File: config.mk
export PLATFORM = sky130hd
export DESIGN_NAME = itpc_ram
export DESIGN_NICKNAME = d
export VERILOG_FILES = /design/src/hdl/itpc_ram.sv
export SDC_FILE = /design/constraint.sdc
export NUM_CORES = 1
export LEC_CHECK = 0
export BUFFER_PORTS_ARGS = -buffer_cell sky130_fd_sc_hd__buf_2
export CAP_MARGIN = 10
export CORE_MARGIN = 2
export CORE_UTILIZATION = 50
export DETAILED_ROUTE_END_ITERATION = 8
export PLACE_DENSITY = 0.78
export SYNTH_ARGS = -nofsm -noshare
export SYNTH_HDL_FRONTEND = slang
export SYNTH_SLANG_ARGS = --single-unit
File: constraint.sdc
create_clock -name clk -period 2.8 [get_ports clk]
set_input_delay 0.28 -clock clk [delete_from_list [all_inputs] [get_ports clk]]
set_output_delay 0.28 -clock clk [all_outputs]
set_load 0.01 [all_outputs]
File: src/hdl/itpc_ram.sv
`timescale 1ns / 1ps
`default_nettype none

module itpc_ram #(
  parameter int unsigned WIDTH = 8,
  parameter int unsigned DEPTH = 16,
  localparam int unsigned AW = (DEPTH > 1) ? $clog2(DEPTH) : 1
) (
  input  wire logic             clk,
  input  wire logic             we,
  input  wire logic [AW-1:0]    waddr,
  input  wire logic [WIDTH-1:0] wdata,
  input  wire logic [AW-1:0]    raddr,
  output logic      [WIDTH-1:0] rdata
);

  logic [WIDTH-1:0] mem [DEPTH];

  // read returns the old word when the same address is written
  always_ff @(posedge clk) begin
    if (we) begin
      mem[waddr] <= wdata;
    end
    rdata <= mem[raddr];
  end

endmodule

`default_nettype wire

# Yosys cells after proc, flatten, opt, wreduce, memory -nomap -nowiden
# Memory sizes are Yosys's and may differ from the RTL's. A register that Yosys moved wholly into a read port is not among the register bits.
# Index checks and enable logic that the tools add are counted.
op_classes:
  mux: 2
op_table:
  columns: ["op", "n"]
  rows:
  - ["two-way mux 1 bit", 2]
word_totals:
  register_bits: 0
  ramBits: 128
  input_bits: 18
  out_inout_bits: 8
  word_cells: 3
  mem_count: 1
mem_list:
  columns: ["memory", "depth", "word_bits", "read_ports", "rd_ports_with_merged_regs", "wr", "line_no", "source"]
  rows:
  - ["mem", 16, 8, 1, 1, 1, "17", "logic [WIDTH-1:0] mem [DEPTH];"]

# Depth between registers and ports, before layout
# Gate-level depths: netlist (run 1).
logic_depth:
  ltp_word: 2
  ltp_mapped: 5
  mapped_depth_nobuf: 3

# Worst setup path after synthesis (run 1)
# OpenSTA, ideal clock, no wires.
synth_timing:
  path_type: "input-to-reg"
  startpoint: "input waddr[2]"
  endpoint: "memory mem[0][0] (enable)"
  setup_ps: 383
  t_arrival_ps: 1390
  t_required_ps: 2417
  path_slack_ps: 1027
  cell_stages: 2
  path_buffers: 0
  cell_sequence: "or3b_2 nor3_1"
synth_lines:
  columns: ["item", "line_no", "source"]
  rows:
  - ["start: declaration", "11", "input wire logic [AW-1:0] waddr,"]
  - ["end: declaration", "17", null]
# Straight into the memory's write port.

==> impl_metrics.csv, run 1 <==
group,metric,value,unit
hold_path,hold_class,"input pin to flip-flop",
power_and_ir_drop,power_frac_comb,4.0,%
global_routing,grt_pass1_vias,2458,
logic_synthesis,synth_top_area_cell,"edfxtp_1",
clock_network,numClockSinks,136,
global_routing,grt_max_degree,33,
critical_path,crit_chain,"buf_2 -> buf_12 -> mux4_1 -> a22oi_1 -> nand2_1",
global_routing,grt-ovfl-total,0,
detailed_routing,drt_iter0_drc,286,
logic_synthesis,muxShareOfSynthArea,15.0,%
logic_synthesis,yosysTopAreaCellShare,74.7,%
finish,drive_gt1_share,29.5,%
timing,tns,0,ps
logic_synthesis,yosys-top-cells-area,"edfxtp_1 (75%), mux4_2 (7.9%), mux4_1 (7.1%)",
clock_network,clk_latency,520,ps
critical_path,crit_type,"input pin to flip-flop",
flow_run,cap_violations,0,
floorplan,start_util,50.8,%
logic_synthesis,synthXorXnorAreaFrac,0,%
logic_synthesis,ys_types,19,
timing,slew_viol_final,0,
finish,post-route-cell-area,0.00612,mm²
power_and_ir_drop,cellLeakagePower,0.00208,µW
power_and_ir_drop,pwr-share-seq,45.3,%
clock_network,numCtsBuffers,17,
logic_synthesis,syn_area,0.00515,mm²
logic_synthesis,yosys_most_used_dff,"edfxtp_1",
timing,rsz0062_at_grt,"no",
place,dpl_cell_area,0.00544,mm²
clock_network,cts_resized,0,
critical_path,crit_slowest_cell,"mux4_1",
finish,layout.nets,290,
clock_network,hold_buffers,0,
power_and_ir_drop,internal_power,4090,µW
clock_network,clock-root-buffer,"clkbuf_8",
detailed_routing,wl_per_cell,22.5,µm
timing,setup_viol,0,
power_and_ir_drop,pwr-share-clk,50.6,%
clock_network,cts_tree,"done",
detailed_routing,ant_nets,0,
detailed_routing,vias_per_cell,5.72,
logic_synthesis,syn_nets,247,
detailed_routing,drtPass1Iterations,4,
critical_path,critPathCaptureType,"flip-flop",
finish,n_fill_cell,658,
clock_network,clockBufferDepth,2,
floorplan,die_h,105,µm
logic_synthesis,synth_top_family_by_area,"multiplexers",
logic_synthesis,postSynthCellCount,229,
logic_synthesis,avgSynthCellArea,22.5,µm²
logic_synthesis,ys_warn_count,0,
timing,max_freq,653,MHz
floorplan,fp.dieW,105,µm
clock_network,clk_pin_slew,60,ps
critical_path,slowest_delay,590,ps
timing,finalHoldViolCount,0,
clock_network,cts_setup_buffers,0,
logic_synthesis,synth_compound_gate_area_share,2.33,%
global_routing,gr-usage-all-layers,18.5,%
timing,fin_crit,1530,ps
logic_synthesis,synth-async-reset-ratio,0,%
power_and_ir_drop,p_per_area,825,mW/mm²
logic_synthesis,synthAdderAreaFrac,0,%
finish,area_growth,19.0,%
power_and_ir_drop,peakVddDrop,418,µV
power_and_ir_drop,power.total,5060,µW
critical_path,cp.arrival,1930,ps
place,place.gp.congestion,0.713,
logic_synthesis,synth_simple_gate_area_share,3.18,%
timing,maxSlewHeadroom,38.6,%
run_status,status,"completed",
detailed_routing,num_vias,2408,
power_and_ir_drop,switching_share,19.1,%
timing,fin_skew,7.79,ps
place,dp_hpwl,5670,µm
floorplan,coreArea,0.0101,mm²
global_routing,grt_first_pass_wirelength,14400,µm
timing,worstMarginPinSlew,918,ps
floorplan,ioPinCount,26,
logic_synthesis,ys_seq_area_share,77.8,%
finish,antenna_cells,0,
power_and_ir_drop,switchingPower,965,µW
logic_synthesis,synth_edf_count,128,
critical_path,path_max_fanout,20,
detailed_routing,drc,0,
floorplan,die-area,0.0111,mm²
global_routing,antenna_found_initial,0,
logic_synthesis,synth-seq-cells,136,
critical_path,start_kind,"input pin",
floorplan,fp-row-count,37,
clock_network,htreeDepth,4,
detailed_routing,routed_wl,9480,µm
timing,min_period_over_period,54.7,%
place,portBuffers,25,
critical_path,cp.required,3200,ps
## critical path: cells and delay by family
family	cells	cell delay, ps
buffers and inverters	2	620
muxes	1	590
AOI/OAI and AO/OA	1	330
and+or+nand+nor	1	90
## stage by stage
stage          worst slack [ps]  instances  util (%)  hold WS, ps
6_report                   1270        421      60.4          144
5_1_grt                    1210        421      60.4          135
4_1_cts                    1280        421      60.4          140
3_5_place_dp                758        389      53.6          657
3_3_place_gp                778        389      53.6          645
2_1_floorplan              1030        229         -          379
## cells in the mapped netlist, types with 2 or more instances
| cell type | number |
|---|---|
| nor2_1 | 13 |
| dfxtp_1 | 8 |
| nand2_1 | 9 |
| clkdlybuf4s25_2 | 3 |
| buf_2 | 3 |
| a22oi_1 | 16 |
| buf_6 | 3 |
| mux4_1 | 14 |
| mux4_2 | 18 |
| nand3b_1 | 2 |
| nand2b_1 | 2 |
| nor3_1 | 4 |
| edfxtp_1 | 128 |
## final timing paths
path | startpoint | endpoint | slack, ps | cells past startpoint
worst min register to register | mem[12][3] | rdata[3] | 660 | 3
worst max-delay path | raddr[0] | rdata[2] | 1270 | 5
worst min-delay path | wdata[0] | mem[14][0] | 140 | 1
worst max register to register | mem[1][2] | rdata[2] | 1380 | 3
## cells by family (layout without fill, tap and decap cells)
logic type	after synthesis	after routing
DFF	136	136
and+or+nand+nor	35	35
muxes	32	32
AOI/OAI and AO/OA	16	16
buffers and inverters	10	66
## cell usage in the layout, fill, tap and decap left out, types with 3 or more instances in the layout
cell type / Yosys / final
a22oi_1: 16 / 16
buf_2: 3 / 25
buf_4: 1 / 8
bufinv_16: 0 / 7
clkbuf_16: 0 / 16
clkinv_4: 0 / 3
dfxtp_1: 8 / 8
edfxtp_1: 128 / 128
inv_6: 0 / 3
mux4_1: 14 / 14
mux4_2: 18 / 18
nand2_1: 9 / 9
nor2_1: 13 / 13
nor3_1: 4 / 4
## area by class of cell
cell class / instances / area [µm²] / area share [%]
timing repair buffer: 34 / 205 / 3.35
sequential: 136 / 4000 / 65.4
multi-input combinational: 83 / 1060 / 17.3
clock buffer: 18 / 418 / 6.82
clock inverter: 14 / 270 / 4.41
tap: 136 / 170 / 2.78
## power groups by stage
stage / registers [µW] / logic (µW) / clock network [µW]
final: 2290 / 204 / 2560
after global routing: 2290 / 221 / 2670
after CTS: 2290 / 208 / 2580
after detailed placement: 2330 / 206 / 0
after global placement: 2330 / 201 / 0
after floorplan: 2330 / 116 / 0
## per-layer routing
layer	wire [µm]	track usage [%]	up-vias
li1	-	-	1062
met3	653	4.76	17
met1	3800	24.7	1230
met5	0	0	-
met4	197	7.71	0
met2	4830	29.3	99
## flip-flops by register name, indices dropped and copies added (netlist names)
signal	count
rdata	8
mem	128
Power figures use the tool's default switching activity.
==> run 2, diff against run 1 <==
Settings changed: PLACE_DENSITY 0.78 to 0.81.
Clock period 2.8 ns to 1.3 ns, I/O delays scaled along.
==> run 2 against run 1 <==
Against the previous run: the flow now finishes with violations (negative setup slack); largest power group is now registers; final cell count rose by 7.6%; largest cell class unchanged; core utilization rose by 2.2 points; die area did not move; register-to-register slack got worse by 1400 ps; worst hold slack improved by 55 ps; via count rose by 10%; final area rose by 3.7%; setup slack got worse by 1300 ps.
==> impl_metrics.csv, run 2 (synthesis results as in run 1) <==
group,metric,value,unit
timing,max_freq,763,MHz
power_and_ir_drop,pwr-share-clk,46.2,%
power_and_ir_drop,power_frac_comb,5.4,%
finish,antenna_cells,0,
timing,min_period_over_period,101,%
timing,fin_skew,12.2,ps
critical_path,cp.arrival,1710,ps
timing,maxSlewHeadroom,36.6,%
critical_path,r2r_start,"mem[10][7]",
critical_path,rr_worst_depth,3,
global_routing,grt_max_degree,25,
critical_path,crit_type,"flip-flop to flip-flop",
flow_run,cap_violations,0,
place,portBuffers,25,
critical_path,r2r_end,"rdata[7]",
timing,worstMarginPinSlew,947,ps
global_routing,grt_first_pass_wirelength,16100,µm
floorplan,start_util,50.8,%
finish,regArea,0.00400,mm²
place,place_ws,-269,ps
clock_network,clock-root-buffer,"clkbuf_8",
detailed_routing,drt_iter0_drc,263,
finish,final_common_cell,"edfxtp_1",
global_routing,antenna_found_initial,0,
timing,slew_viol_final,0,
hold_path,whs_endpoint,"mem[4][5]",
critical_path,cp.required,1700,ps
run_status,failed_checks,"negative setup slack",
detailed_routing,ant_nets,0,
critical_path,start_kind,"flip-flop",
power_and_ir_drop,peakVddDrop,1080,µV
detailed_routing,vias_per_cell,5.85,
finish,multi_input_area,0.00109,mm²
finish,largest_reg_flops,128,
hold_path,min-delay-start,"waddr[0]",
power_and_ir_drop,p_per_area,1610,mW/mm²
power_and_ir_drop,pwr-share-seq,48.4,%
finish,fin_util,62.6,%
place,dp_hpwl,6440,µm
finish,top_register,"mem",
clock_network,numClockSinks,136,
hold_path,hold_class,"input pin to flip-flop",
finish,layout.nets,323,
critical_path,path_max_fanout,1,
clock_network,cts_tree,"done",
finish,drive_gt1_share,42.0,%
timing,fin_crit,1310,ps
critical_path,critPathCaptureType,"flip-flop",
detailed_routing,drtPass1Iterations,5,
detailed_routing,num_vias,2650,
clock_network,cts_setup_buffers,0,
clock_network,htreeDepth,4,
floorplan,fp-row-count,37,
clock_network,numCtsBuffers,17,
finish,reg_top3,"mem: 128 flops, rdata: 8 flops",
power_and_ir_drop,cellLeakagePower,0.00216,µW
clock_network,clk_latency,520,ps
detailed_routing,wl_per_cell,24.2,µm
place,place.gp.congestion,0.776,
timing,rsz0062_at_grt,"yes",
finish,n_fill_cell,662,
finish,final_cell_mix,"edfxtp_1 (128), buf_4 (31), mux4_2 (28)",
floorplan,coreArea,0.0101,mm²
power_and_ir_drop,switching_share,20.9,%
detailed_routing,drc,0,
floorplan,die-area,0.0111,mm²
power_and_ir_drop,switchingPower,2140,µW
power_and_ir_drop,internal_power,8080,µW
run_status,status,"finished with violations",
finish,area_growth,23.4,%
hold_path,hold_path_depth,3,
global_routing,grt_pass1_vias,2719,
global_routing,grt-ovfl-total,0,
critical_path,regToRegSetupSlack,-10,ps
timing,fin_ws,-11.0,ps
timing,tns,-11.0,ps
floorplan,die_h,105,µm
clock_network,clk_pin_slew,60,ps
timing,holdWs,199,ps
detailed_routing,routed_wl,11000,µm
floorplan,fp.dieW,105,µm
global_routing,gr-usage-all-layers,21.0,%
floorplan,ioPinCount,26,
timing,finalHoldViolCount,0,
clock_network,clockBufferDepth,2,
timing,setup_viol,1,
run 2: cell count changes in the layout (fill, tap and decap cells not counted), moves of 2 or more:
cell / delta
nor3_2: +3
buf_4: +23
buf_12: +2
bufinv_16: -4
a22oi_2: +11
clkinv_2: +2
a22oi_1: -11
mux4_1: -10
clkinvlp_4: +3
dlygate4sd3_1: +8
nor3_1: -3
mux4_2: +10
run 2: timing repair:
item                                    CTS  global route
hold buffers                              8             0
pin swaps                                 4             3
gates resized for setup                  11            10
endpoints found under the hold margin   108             0
endpoints found under the setup margin    6             8
run 2: cell type report:
class,instances,area share (%)
clock buffer,17,6.52
tap,136,2.68
clock inverter,14,2.74
sequential,136,63.1
timing repair buffer,67,7.84
multi-input combinational,83,17.2
run 2: layer usage:
| layer | GRT usage (%) | routed length (µm) |
|---|---|---|
| met4 | 9.43 | 289 |
| met1 | 28.6 | 4580 |
| met2 | 31.3 | 5280 |
| met3 | 6.56 | 828 |
| met5 | 0 | 0 |
run 2: worst max path at each step:
stage | slack [ps] | from | cells after the start | end
floorplan | -100 | waddr[2] | 2 | mem[3][0]
global placement | -260 | raddr[0] | 6 | rdata[5]
detailed placement | -270 | raddr[0] | 6 | rdata[1]
CTS | -4 | mem[2][1] | 3 | rdata[1]
global route | -30 | mem[3][1] | 3 | rdata[1]
finish | -10 | mem[10][7] | 3 | rdata[7]
run 2: metrics by stage:
step / instances / area [µm²] / power, µW
CTS: 453 / 6350 / 10300
detailed placement: 414 / 5660 / 5530
floorplan: 229 / 5160 / 5280
global route: 453 / 6350 / 10500
global placement: 414 / 5660 / 5500
finish: 453 / 6350 / 10200
run 2: worst max-delay path, cell delays in order, from the launching register on:
cell and delay [ps]:
edfxtp_1 390, mux4_2 490, a22oi_2 230, nand2_1 80
run 2: power by group through the flow:
stage / Clock (µW) / Sequential (µW) / Combinational, µW
after global routing: 4930 / 4950 / 592
final: 4720 / 4940 / 554
after global placement: 0 / 5020 / 478
after CTS: 4770 / 4940 / 546
after floorplan: 0 / 5030 / 250
after detailed placement: 0 / 5030 / 496
==> run 3, diff against run 2 <==
Settings changed: CORE_MARGIN 2 to default.
==> run 3 against run 2 <==
Against the previous run: final cell count decreased by 1.3%; total power decreased by 1.8%; the run now ends clean; maximum frequency increased by 1.7%; combinational power decreased by 1%; sequential cell count unchanged; non-clock buffer count decreased by 4; clock power decreased by 4%; clock skew decreased by 5.4 ps; count of clock-buffer cells in the layout unchanged; global-route usage increased by 0.34 points.
==> impl_metrics.csv, run 3 (synthesis results as in run 1) <==
group,metric,value,unit
run_status,status,"completed",
finish,antenna_cells,0,
power_and_ir_drop,peakVddDrop,1090,µV
clock_network,htreeDepth,4,
detailed_routing,drtPass1Iterations,4,
flow_run,cap_violations,0,
critical_path,critPathBufInv,0,
critical_path,cp.arrival,1700,ps
detailed_routing,routed_wl,10200,µm
detailed_routing,num_vias,2562,
power_and_ir_drop,cellLeakagePower,0.00214,µW
hold_path,hold_class,"input pin to flip-flop",
floorplan,die-area,0.0107,mm²
global_routing,antenna_found_initial,0,
critical_path,critPathCapture,"rdata[0]",
timing,slew_viol_final,0,
place,portBuffers,25,
critical_path,slowest_delay,490,ps
timing,worstMarginPinSlew,819,ps
clock_network,clockBufferDepth,2,
finish,top_register,"mem",
critical_path,start_kind,"flip-flop",
place,dpl_cell_area,0.00565,mm²
floorplan,fp-row-count,36,
detailed_routing,drc,0,
critical_path,worst-path-stages,3,
timing,rsz0062_at_grt,"yes",
detailed_routing,drt_iter0_drc,161,
critical_path,cp.required,1710,ps
clock_network,clk_latency,520,ps
finish,final_common_cell,"edfxtp_1",
finish,reg_top3,"mem: 128 flops, rdata: 8 flops",
floorplan,coreArea,0.00986,mm²
detailed_routing,ant_nets,0,
clock_network,numClockSinks,136,
global_routing,gr-usage-all-layers,21.3,%
timing,fin_crit,1290,ps
timing,finalHoldViolCount,0,
timing,holdWs,21.3,ps
place,place.gp.congestion,0.737,
floorplan,die_h,103,µm
critical_path,critical-path-top-delay-family,"multiplexers",
floorplan,start_util,52.2,%
global_routing,grt-ovfl-total,0,
detailed_routing,wl_per_cell,22.9,µm
timing,maxSlewHeadroom,45.3,%
finish,fin_util,63.9,%
finish,layout.nets,319,
detailed_routing,vias_per_cell,5.73,
critical_path,crit_slowest_cell,"mux4_2",
place,dp.cells,408,
timing,max_freq,776,MHz
critical_path,crit_chain,"mux4_2 -> a22oi_2 -> nand2_1",
clock_network,clock-root-buffer,"clkbuf_8",
critical_path,crit_type,"flip-flop to flip-flop",
timing,setup_viol,0,
finish,final_cell_mix,"edfxtp_1 (128), mux4_2 (29), buf_4 (27)",
power_and_ir_drop,p_per_area,1590,mW/mm²
floorplan,fp.dieW,103,µm
global_routing,grt_pass1_vias,2659,
timing,min_period_over_period,99.1,%
global_routing,grt_max_degree,21,
finish,drive_gt1_share,41.7,%
global_routing,grt_first_pass_wirelength,15300,µm
critical_path,crit_path_start,"mem[7][0]",
finish,area_growth,22.4,%
critical_path,r2r_start,"mem[7][0]",
finish,final_cells,447,
clock_network,clk_pin_slew,60,ps
critical_path,critPathCaptureType,"flip-flop",
power_and_ir_drop,power.total,10000,µW
finish,post-route-cell-area,0.00630,mm²
critical_path,r2r_end,"rdata[0]",
clock_network,cts_tree,"done",
critical_path,rr_worst_depth,3,
place,dp_hpwl,6410,µm
clock_network,cts_setup_buffers,0,
critical_path,regToRegSetupSlack,10,ps
finish,largest_reg_flops,128,
clock_network,numCtsBuffers,17,
timing,fin_skew,6.84,ps
floorplan,ioPinCount,26,
critical_path,path_max_fanout,1,
==> run 3: cell type report <==
class                   count  area, µm²
multi-input cells          83       1090
clock buffers              17        414
clock inverters            15        154
flip-flops and latches    136       4000
repair buffers             63        478
well taps                 133        166
fillers                   650       3560
==> run 3: through the flow <==
step                setup TNS [ps]  worst slack, ps
floorplan                    -2940            -96.1
global placement             -3550             -288
detailed placement           -5880             -267
CTS                              0            0.631
global route                 -93.2            -48.4
finish                           0             11.4
==> run 3: what timing repair did <==
| item | 4_1_cts | 5_1_grt |
|---|---|---|
| hold buffers | 7 | 0 |
| gates resized for setup | 12 | 10 |
| endpoints found under the hold margin | 97 | 0 |
| pin swaps | 4 | 7 |
| setup endpoints to repair | 7 | 7 |
==> run 3: how the worst min path moves through the flow <==
stage | slack, ps | endpoint | startpoint | cells after the start
floorplan | 230 | mem[0][0] | wdata[0] | 0
global placement | 510 | mem[13][3] | wdata[3] | 1
detailed placement | 530 | mem[13][3] | wdata[3] | 1
CTS | 20 | mem[4][1] | wdata[1] | 1
global route | 20 | mem[4][1] | wdata[1] | 1
finish | 20 | mem[4][1] | wdata[1] | 1
==> run 3: worst register-to-register path, cell delays in order (launching register included) <==
cell and delay [ps]:
edfxtp_1 380, mux4_2 490, a22oi_2 230, nand2_1 70
==> run 3: power breakdown <==
| group | switching (µW) | leakage (µW) | total [µW] | internal [µW] |
|---|---|---|---|---|
| Sequential | 32.9 | 0.00122 | 4940 | 4900 |
| Combinational | 295 | 0.000640 | 548 | 253 |
| Clock | 1830 | 0.000272 | 4550 | 2730 |
| Total | 2150 | 0.00214 | 10000 | 7880 |
==> run 3: per-layer routing <==
| metal | part of all wire (%) | vias to the layer above | GRT usage (%) |
|---|---|---|---|
| met2 | 50 | 119 | 33.9 |
| met3 | 8.9 | 13 | 6.05 |
| met4 | 1.2 | 0 | 7.91 |
| met1 | 40 | 1324 | 28.2 |
| li1 | - | 1106 | - |
| met5 | 0 | - | 0 |
